## config.mk

```make
export PLATFORM = sky130hd
export DESIGN_NAME = rgb_to_hsv_converter_unit
export DESIGN_NICKNAME = d
export VERILOG_FILES = /design/src/rtl/rthsv_pkg.sv /design/src/rtl/rthsv_prep.sv /design/src/rtl/rthsv_div_cell.sv /design/src/rtl/rgb_to_hsv_converter_unit.sv
export SDC_FILE = /design/constraint.sdc
export NUM_CORES = 1
export LEC_CHECK = 0
export ABC_AREA = 0
export ABC_CLOCK_PERIOD_IN_PS = 10400
export BUFFER_PORTS_ARGS = -buffer_cell sky130_fd_sc_hd__buf_2
export CORE_AREA = 2 2 262 264
export CTS_BUF_LIST = sky130_fd_sc_hd__clkbuf_4
export CTS_CLUSTER_DIAMETER = 150
export DETAILED_ROUTE_END_ITERATION = 12
export DIE_AREA = 0 0 264 266
export PLACE_DENSITY = 0.61
export SETUP_SLACK_MARGIN = 0.5
export SLEW_MARGIN = 15
export SYNTH_ARGS = -nofsm -noshare
export SYNTH_HDL_FRONTEND = slang
export SYNTH_HIERARCHICAL = 1
export SYNTH_SLANG_ARGS = --single-unit
```

## constraint.sdc

```tcl
create_clock -name clk -period 10.4 [get_ports clk]
set_input_delay 0.52 -clock clk [delete_from_list [all_inputs] [get_ports clk]]
set_output_delay 0.52 -clock clk [all_outputs]
set_load 0.05 [all_outputs]
```

## src/rtl/rthsv_pkg.sv

```systemverilog
// ============================================================================
// rthsv_pkg
// Shared types and constants of the RGB to HSV converter.
// ============================================================================
`default_nettype none

package rthsv_pkg;

  localparam int unsigned CH_W    = 8;
  localparam int unsigned QUO_W   = 12;
  localparam int unsigned NUM_H_W = CH_W + QUO_W;
  localparam int unsigned NUM_S_W = 2 * CH_W;
  localparam int unsigned HUE_W   = 15;
  localparam int unsigned LATENCY = QUO_W + 2;

  localparam logic [HUE_W-1:0] HUE_GREEN = 15'd7680;
  localparam logic [HUE_W-1:0] HUE_BLUE  = 15'd15360;
  localparam logic [HUE_W-1:0] HUE_FULL  = 15'd23040;

  typedef enum logic [1:0] {
    SEC_RED,
    SEC_GREEN,
    SEC_BLUE
  } sector_t;

  typedef struct packed {
    sector_t           sector;
    logic              neg;
    logic              grey;
    logic [CH_W-1:0]   bright;
    logic [CH_W-1:0]   delta;
    logic [CH_W-1:0]   rem_h;
    logic [QUO_W-1:0]  acc_h;
    logic [CH_W-1:0]   rem_s;
    logic [QUO_W-1:0]  acc_s;
  } div_beat_t;

  function automatic logic [HUE_W-1:0] sector_offset(input sector_t sec);
    logic [HUE_W-1:0] off;
    case (sec)
      SEC_GREEN: off = HUE_GREEN;
      SEC_BLUE:  off = HUE_BLUE;
      default:   off = '0;
    endcase
    return off;
  endfunction

endpackage

`default_nettype wire

```

## src/rtl/rthsv_prep.sv

```systemverilog
// ============================================================================
// rthsv_prep
// Finds max, min and sector of a pixel and forms both dividends.
// ============================================================================
`default_nettype none

module rthsv_prep import rthsv_pkg::*; (
  input  wire logic            clk,
  input  wire logic            rst_n,
  input  wire logic            in_valid,
  input  wire logic [CH_W-1:0] in_red,
  input  wire logic [CH_W-1:0] in_green,
  input  wire logic [CH_W-1:0] in_blue,
  output logic                 out_valid,
  output div_beat_t            out_beat
);

  logic [CH_W-1:0]    mx, mn, delta, a, b, mag;
  logic               neg;
  sector_t            sector;
  logic [NUM_H_W-1:0] num_h;
  logic [NUM_S_W-1:0] num_s;
  logic               valid_r;
  div_beat_t          beat_r, beat_nxt;

  always_comb begin
    mx = (in_red > in_green) ? in_red : in_green;
    mx = (mx > in_blue) ? mx : in_blue;
    mn = (in_red < in_green) ? in_red : in_green;
    mn = (mn < in_blue) ? mn : in_blue;
    delta = mx - mn;
    if (in_red >= mx) begin
      sector = SEC_RED;
      a = in_green;
      b = in_blue;
    end else if (in_green >= mx) begin
      sector = SEC_GREEN;
      a = in_blue;
      b = in_red;
    end else begin
      sector = SEC_BLUE;
      a = in_red;
      b = in_green;
    end
    neg = (a < b);
    mag = neg ? (b - a) : (a - b);
    // A negative difference is divided with rounding up, so delta - 1 is added.
    num_h = ({mag, 12'd0} - {4'd0, mag, 8'd0})
          + (neg ? {{QUO_W{1'b0}}, delta - 8'd1} : '0);
    num_s = {delta, 8'd0} - {8'd0, delta};

    beat_nxt.sector = sector;
    beat_nxt.neg    = neg;
    beat_nxt.grey   = (delta == '0);
    beat_nxt.bright = mx;
    beat_nxt.delta  = delta;
    beat_nxt.rem_h  = num_h[NUM_H_W-1:QUO_W];
    beat_nxt.acc_h  = num_h[QUO_W-1:0];
    beat_nxt.rem_s  = {{(NUM_H_W-NUM_S_W){1'b0}}, num_s[NUM_S_W-1:QUO_W]};
    beat_nxt.acc_s  = num_s[QUO_W-1:0];
  end

  always_ff @(posedge clk) begin
    if (!rst_n) begin
      valid_r <= 1'b0;
    end else begin
      valid_r <= in_valid;
    end
  end

  always_ff @(posedge clk) begin
    beat_r <= beat_nxt;
  end

  assign out_valid = valid_r;
  assign out_beat  = beat_r;

endmodule

`default_nettype wire

```

## src/rtl/rthsv_div_cell.sv

```systemverilog
// ============================================================================
// rthsv_div_cell
// One restoring division step for both the hue and the saturation quotient.
// ============================================================================
`default_nettype none

module rthsv_div_cell import rthsv_pkg::*; (
  input  wire logic      clk,
  input  wire logic      rst_n,
  input  wire logic      in_valid,
  input  div_beat_t      in_beat,
  output logic           out_valid,
  output div_beat_t      out_beat
);

  logic [CH_W:0] t_h, t_s, d_h, d_s;
  logic          ge_h, ge_s;
  logic [CH_W:0] diff_h, diff_s;
  logic          valid_r;
  div_beat_t     beat_r, beat_nxt;

  always_comb begin
    t_h    = {in_beat.rem_h, in_beat.acc_h[QUO_W-1]};
    t_s    = {in_beat.rem_s, in_beat.acc_s[QUO_W-1]};
    d_h    = {1'b0, in_beat.delta};
    d_s    = {1'b0, in_beat.bright};
    ge_h   = (t_h >= d_h);
    ge_s   = (t_s >= d_s);
    diff_h = t_h - d_h;
    diff_s = t_s - d_s;

    beat_nxt       = in_beat;
    beat_nxt.rem_h = ge_h ? diff_h[CH_W-1:0] : t_h[CH_W-1:0];
    beat_nxt.acc_h = {in_beat.acc_h[QUO_W-2:0], ge_h};
    beat_nxt.rem_s = ge_s ? diff_s[CH_W-1:0] : t_s[CH_W-1:0];
    beat_nxt.acc_s = {in_beat.acc_s[QUO_W-2:0], ge_s};
  end

  always_ff @(posedge clk) begin
    if (!rst_n) begin
      valid_r <= 1'b0;
    end else begin
      valid_r <= in_valid;
    end
  end

  always_ff @(posedge clk) begin
    beat_r <= beat_nxt;
  end

  assign out_valid = valid_r;
  assign out_beat  = beat_r;

endmodule

`default_nettype wire

```

## src/rtl/rgb_to_hsv_converter_unit.sv

```systemverilog
// ============================================================================
// rgb_to_hsv_converter_unit
// Converts one 8-bit RGB pixel per clock into hue, saturation and brightness.
// ============================================================================
// A pixel beat is taken at a rising edge where start is high and busy is low.
// busy is high only while reset is applied, so a new pixel may follow in every
// cycle. The pixel's result is on out_hue, out_saturation and out_brightness
// for exactly one cycle, marked by out_valid, once it has passed the front
// stage, the division cells and the output register. Throughput is one
// pixel per clock.
// The pipeline is made of one front stage that finds the maximum channel and
// forms the dividends, a row of twelve division cells that each produce one
// quotient bit of both divisions, and one output register that applies the
// hue sector offset and wraparound.
// Hue is in units of 1/64 degree, 0 to 23039. Grey pixels give zero hue and
// saturation. Synchronous reset empties the pipeline; no result follows from
// pixels in flight at reset. The receiver cannot stall the output.
// ============================================================================
`default_nettype none

module rgb_to_hsv_converter_unit import rthsv_pkg::*; (
  input  wire logic             clk,
  input  wire logic             rst_n,
  input  wire logic             start,
  output logic                  busy,
  input  wire logic [CH_W-1:0]  in_red,
  input  wire logic [CH_W-1:0]  in_green,
  input  wire logic [CH_W-1:0]  in_blue,
  output logic                  out_valid,
  output logic [HUE_W-1:0]      out_hue,
  output logic [CH_W-1:0]       out_saturation,
  output logic [CH_W-1:0]       out_brightness
);

  logic              vld [0:QUO_W];
  div_beat_t         beat [0:QUO_W];
  div_beat_t         last;
  logic [HUE_W-1:0]  offset, quo, hue_nxt;
  logic [HUE_W:0]    wrap;
  logic              valid_r;
  logic [HUE_W-1:0]  hue_r;
  logic [CH_W-1:0]   sat_r, bright_r;
  logic [CH_W-1:0]   sat_nxt;

  assign busy = !rst_n;

  rthsv_prep u_prep (
    .clk       (clk),
    .rst_n     (rst_n),
    .in_valid  (start && !busy),
    .in_red    (in_red),
    .in_green  (in_green),
    .in_blue   (in_blue),
    .out_valid (vld[0]),
    .out_beat  (beat[0])
  );

  for (genvar i = 0; i < QUO_W; i++) begin : g_cell
    rthsv_div_cell u_cell (
      .clk       (clk),
      .rst_n     (rst_n),
      .in_valid  (vld[i]),
      .in_beat   (beat[i]),
      .out_valid (vld[i+1]),
      .out_beat  (beat[i+1])
    );
  end

  always_comb begin
    last   = beat[QUO_W];
    offset = sector_offset(last.sector);
    quo    = {{(HUE_W-QUO_W){1'b0}}, last.acc_h};
    wrap   = {1'b0, offset} + {1'b0, HUE_FULL} - {1'b0, quo};
    if (last.grey) begin
      hue_nxt = '0;
    end else if (!last.neg) begin
      hue_nxt = offset + quo;
    end else if (quo > offset) begin
      hue_nxt = wrap[HUE_W-1:0];
    end else begin
      hue_nxt = offset - quo;
    end
    sat_nxt = last.grey ? '0 : last.acc_s[CH_W-1:0];
  end

  always_ff @(posedge clk) begin
    if (!rst_n) begin
      valid_r <= 1'b0;
    end else begin
      valid_r <= vld[QUO_W];
    end
  end

  always_ff @(posedge clk) begin
    hue_r    <= hue_nxt;
    sat_r    <= sat_nxt;
    bright_r <= last.bright;
  end

  assign out_valid      = valid_r;
  assign out_hue        = hue_r;
  assign out_saturation = sat_r;
  assign out_brightness = bright_r;

  a_hue_range: assert property (@(posedge clk) disable iff (!rst_n)
    out_valid |-> out_hue < HUE_FULL)
    else $error("hue out of range");

  a_latency: assert property (@(posedge clk) disable iff (!rst_n)
    (start && !busy) |-> ##LATENCY out_valid)
    else $error("result missing after pixel beat");

  a_grey: assert property (@(posedge clk) disable iff (!rst_n)
    (out_valid && out_saturation == '0) |-> out_hue == '0)
    else $error("grey pixel with nonzero hue");

  a_reset_quiet: assert property (@(posedge clk)
    $past(!rst_n) |-> !out_valid)
    else $error("result beat right after reset");

endmodule

`default_nettype wire
```

# == Word level (Yosys, flattened, before mapping) ==
# Index checks and enable logic that the tools add are counted.
# totals
register_bits,793
inputBits,27
output_inout_bits,33
elab_cells,238
# classes
addsub,33
magnitude_cmp,32
n_eq_ne,2
n_mux,36
n_reduce_logical,3
# ops
op,n
$mux W8,31
$ge A9 B8 Y1,23
$sub A8 B8 Y8,24
$mux W15,2
$sub A15 B12 Y15,2
$pmux W14 S2,1
$lt A8 B8 Y1,3
$add A20 B20 Y20,1
$sub A20 B16 Y20,1
$ge A8 B8 Y1,2
$gt A8 B8 Y1,2
$sub A16 B8 Y16,1
$add A14 B15 Y15 const B,1
$add A15 B12 Y15,1
$gt A12 B15 Y1,1
$ge A5 B8 Y1,1
$logic_not A8 Y1,1
$sub A5 B8 Y8,1
$sub A8 B1 Y8 const B,1
$mux W5,1
$eq A2 B1 Y1 const B,1
$eq A2 B2 Y1 const B,1
$mux W2,1
$logic_and A1 B1 Y1,1
$logic_not A1 Y1,1

# == Logic depth before layout (Yosys ltp) ==
# logic_depth
depth_word,11
ltp_mapped,50
mapped_depth_nobuf,48

# == By module ==
# The synthesis kept the hierarchy.
# modules_own_cells
mod,instances,cells_each,area_each_um2,seq_area_each_um2
rthsv_div_cell at g_cell[10].u_cell ...,8,193,2245.9,1221.2
rthsv_div_cell at g_cell[0].u_cell ...,3,184,2203.4,1221.2
rthsv_prep,1,616,4823.4,1121.1
rthsv_div_cell at g_cell[8].u_cell,1,196,2234.6,1221.2
rgb_to_hsv_converter_unit,1,196,1835.5,640.6

# == Worst setup path after synthesis ==
# No wires, ideal clock.
# synth_timing
path_kind,input to register
startpoint,in in_green[2]
endpoint,reg u_prep.beat_r (netlist bit u_prep/out_beat[39])
setup_time_ns,0.072
t_arrival_ns,9.271
t_required_ns,10.328
path_slack_ns,1.057
cell_stages,49
path_buffers,4
path_cell_list,clkbuf_1 > inv_1 > ha_1 > nand4_2 > nor2_1 > a211o_1 > nand2_1 > mux2i_1 > inv_1 > ha_1 > nand4_1 > or3_1 > a21boi_1 > nand2_2 > clkbuf_1 > o21ai_0 > ha_1 > nor2b_1 > (+13 left out) > o21a_1 > o21a_1 > o21ai_1 > a211oi_2 > inv_2 > mux2i_1 > a221oi_1 > o211a_1 > xnor2_1 > inv_1 > ha_1 > inv_1 > nor3_1 > nand4_1 > a21oi_1 > o21ai_2 > nand3_1 > xor2_1
# synth_lines
item,line_no,text
start: declaration,rgb_to_hsv_converter_unit.sv:27,"input wire logic [CH_W-1:0] in_green,"
end signal: assignment,rthsv_prep.sv:72,beat_r <= beat_nxt;
end: declaration,rthsv_prep.sv:24,"div_beat_t beat_r, beat_nxt;"

==> flow_metrics.tcl <==
set metrics [dict create \
    end_kind "flip-flop" \
    drt_wl_total_mm 61.1 \
    final_cells 4219 \
    cts-root-buf "clkbuf_4" \
    first_iter_violations 871 \
    overflow 0 \
    clock-sinks 754 \
    max_stage_delay_ns 0.51 \
    syn_avg_cell_area_um2 10.7 \
    status "finished, final reports clean" \
    crit_fanout 24 \
    drc 0 \
    yosys_warnings 6 \
    portBuffers 59 \
    htree_num_levels 4 \
    num-nets-final 3516 \
    netlist_area_um2 31600 \
    clock_latency_ns 0.97 \
    grt_usage_pct 17.6 \
    area_growth_pct 11.7 \
    gp_congestion 0.864 \
    cts_buffer_depth 3 \
    slowest_stage "o21ai_0" \
    hold_class "input pin to flip-flop" \
    grt_max_degree 26 \
    finalSetupTns_ns 0 \
    placed_cells 3881 \
    worstMarginPinSlew_ns 0.986 \
    max_slew_margin_pct 34.0 \
    synth_cells 2963 \
    cts_made_buffers 184 \
    core_area_um2 67700 \
    grt_pass1_vias 22100 \
    fin_crit_sh_pct 88.8 \
    cts_tree "yes" \
    die_h_um 266 \
    slew_violations 0 \
    fin_crit_ns 9.24 \
    route.vias.total 21200 \
    layout-drive-gt1-share_pct 18.1 \
    max_freq_mhz 108 \
    io_pins 60 \
    worstPathArrival_ns 10.09 \
    final_antenna_net_count 0 \
    start_util_pct 46.6 \
    fill_cells 6103 \
    die_area_um2 70200 \
    clk_pin_slew_worst_paths_ns 0.06 \
    hold_viol_final 0 \
    start_kind "input pin" \
    firstDrtPassIters 5 \
    crit_type "input pin to flip-flop" \
    skew_ns 0.0512 \
    startpoint "in_green[1]" \
    r2r-start "g_cell[11].u_cell/out_beat[58]" \
    drv_cap 0 \
    required_ns 11.26 \
    grt_pass1_wl_mm 102 \
    via_per_inst 5.02 \
    hp-start "in_green[0]" \
    rows 96 \
    fp.dieW_um 264 \
    holdWs_ns 0.180 \
    routedWlPerCell_um 14.5 \
    hpwl_mm 46.5 \
    rsz0062_at_grt "false" \
    setup-violations-final 0 \
    grt_antenna_before_repair 2 \
]
## per-stage QoR
step                      util (%)  setup slack (ns)  instance area [um2]
after floorplan                  -              1.06                31600
after global placement        48.5             0.579                32800
after detailed placement      48.5             0.285                32800
after CTS                     52.1              1.35                35300
after global routing          52.1             0.553                35300
final                         52.1              1.16                35300
## sequential cells by signal, summed over array words and instances, names as in the netlist
name,cells
u_prep/out_valid,1
out_valid,1
out_brightness,8
out_saturation,8
g_cell.u_cell/out_valid,12
g_cell.u_cell/out_beat,654
u_prep/out_beat,55
out_hue,15
## final timing paths
path | endpoint | slack [ns] | cells after the start
setup / recovery | u_prep/out_beat[39] | 1.16 | 44
hold / removal | u_prep/out_beat[48] | 0.18 | 3
setup reg to reg | out_hue[5] | 7.44 | 10
hold reg to reg | g_cell[1].u_cell/out_beat[11] | 0.31 | 0
## final cells by class
cell class              count  area [um2]  share of cell area, %
repair buffers             76         445                   1.26
flip-flops and latches    754       15100                   42.8
clock inverters            67         402                   1.14
multi-input cells        1828       15000                   42.4
well taps                 882        1100                   3.13
clock buffers             259        1940                   5.51
inverters                 350        1310                   3.72
diodes                      3        7.51                 0.0213
## routing by layer
metal | vias up | wire [um] | track usage [%]
met3 | 125 | 2090 | 3.70
met2 | 383 | 30200 | 31.5
met1 | 9868 | 26900 | 19.9
met5 | - | 0 | 0
met4 | 0 | 1880 | 8.81
li1 | 10800 | - | -
## placed cells by master (no fill, tap or decap), types with 27 or more instances in the layout
cell	instances
nand3_1	65
a21oi_1	138
clkbuf_4	259
nor2_1	170
inv_1	341
dfxtp_1	754
nor3_1	45
fa_1	27
o21a_1	55
ha_1	268
nand2_1	97
a21o_1	39
xnor2_1	83
clkinv_1	47
nor2b_1	64
mux2i_1	62
buf_2	59
mux2_4	71
mux2_2	34
o21ai_0	99
nand2b_1	45
## worst max-delay path, delay by kind of cell
kind | cells | cell delay, ns
multiplexers | 1 | 0.32
AND/OR/NAND/NOR | 13 | 2.72
adder cells (fa/ha/maj) | 5 | 1.64
XOR/XNOR | 2 | 0.36
buffers and inverters | 8 | 1.25
AO/OA/AOI/OAI | 15 | 3.23
## timing repair
item	CTS	global route
setup buffers	0	0
hold endpoints to repair	19	0
resized for setup	0	2
setup endpoints to repair	0	4
hold buffers	9	0
Power is not shown: default switching activity piles up to over one toggle a cycle in this logic, so the estimate is an artifact.
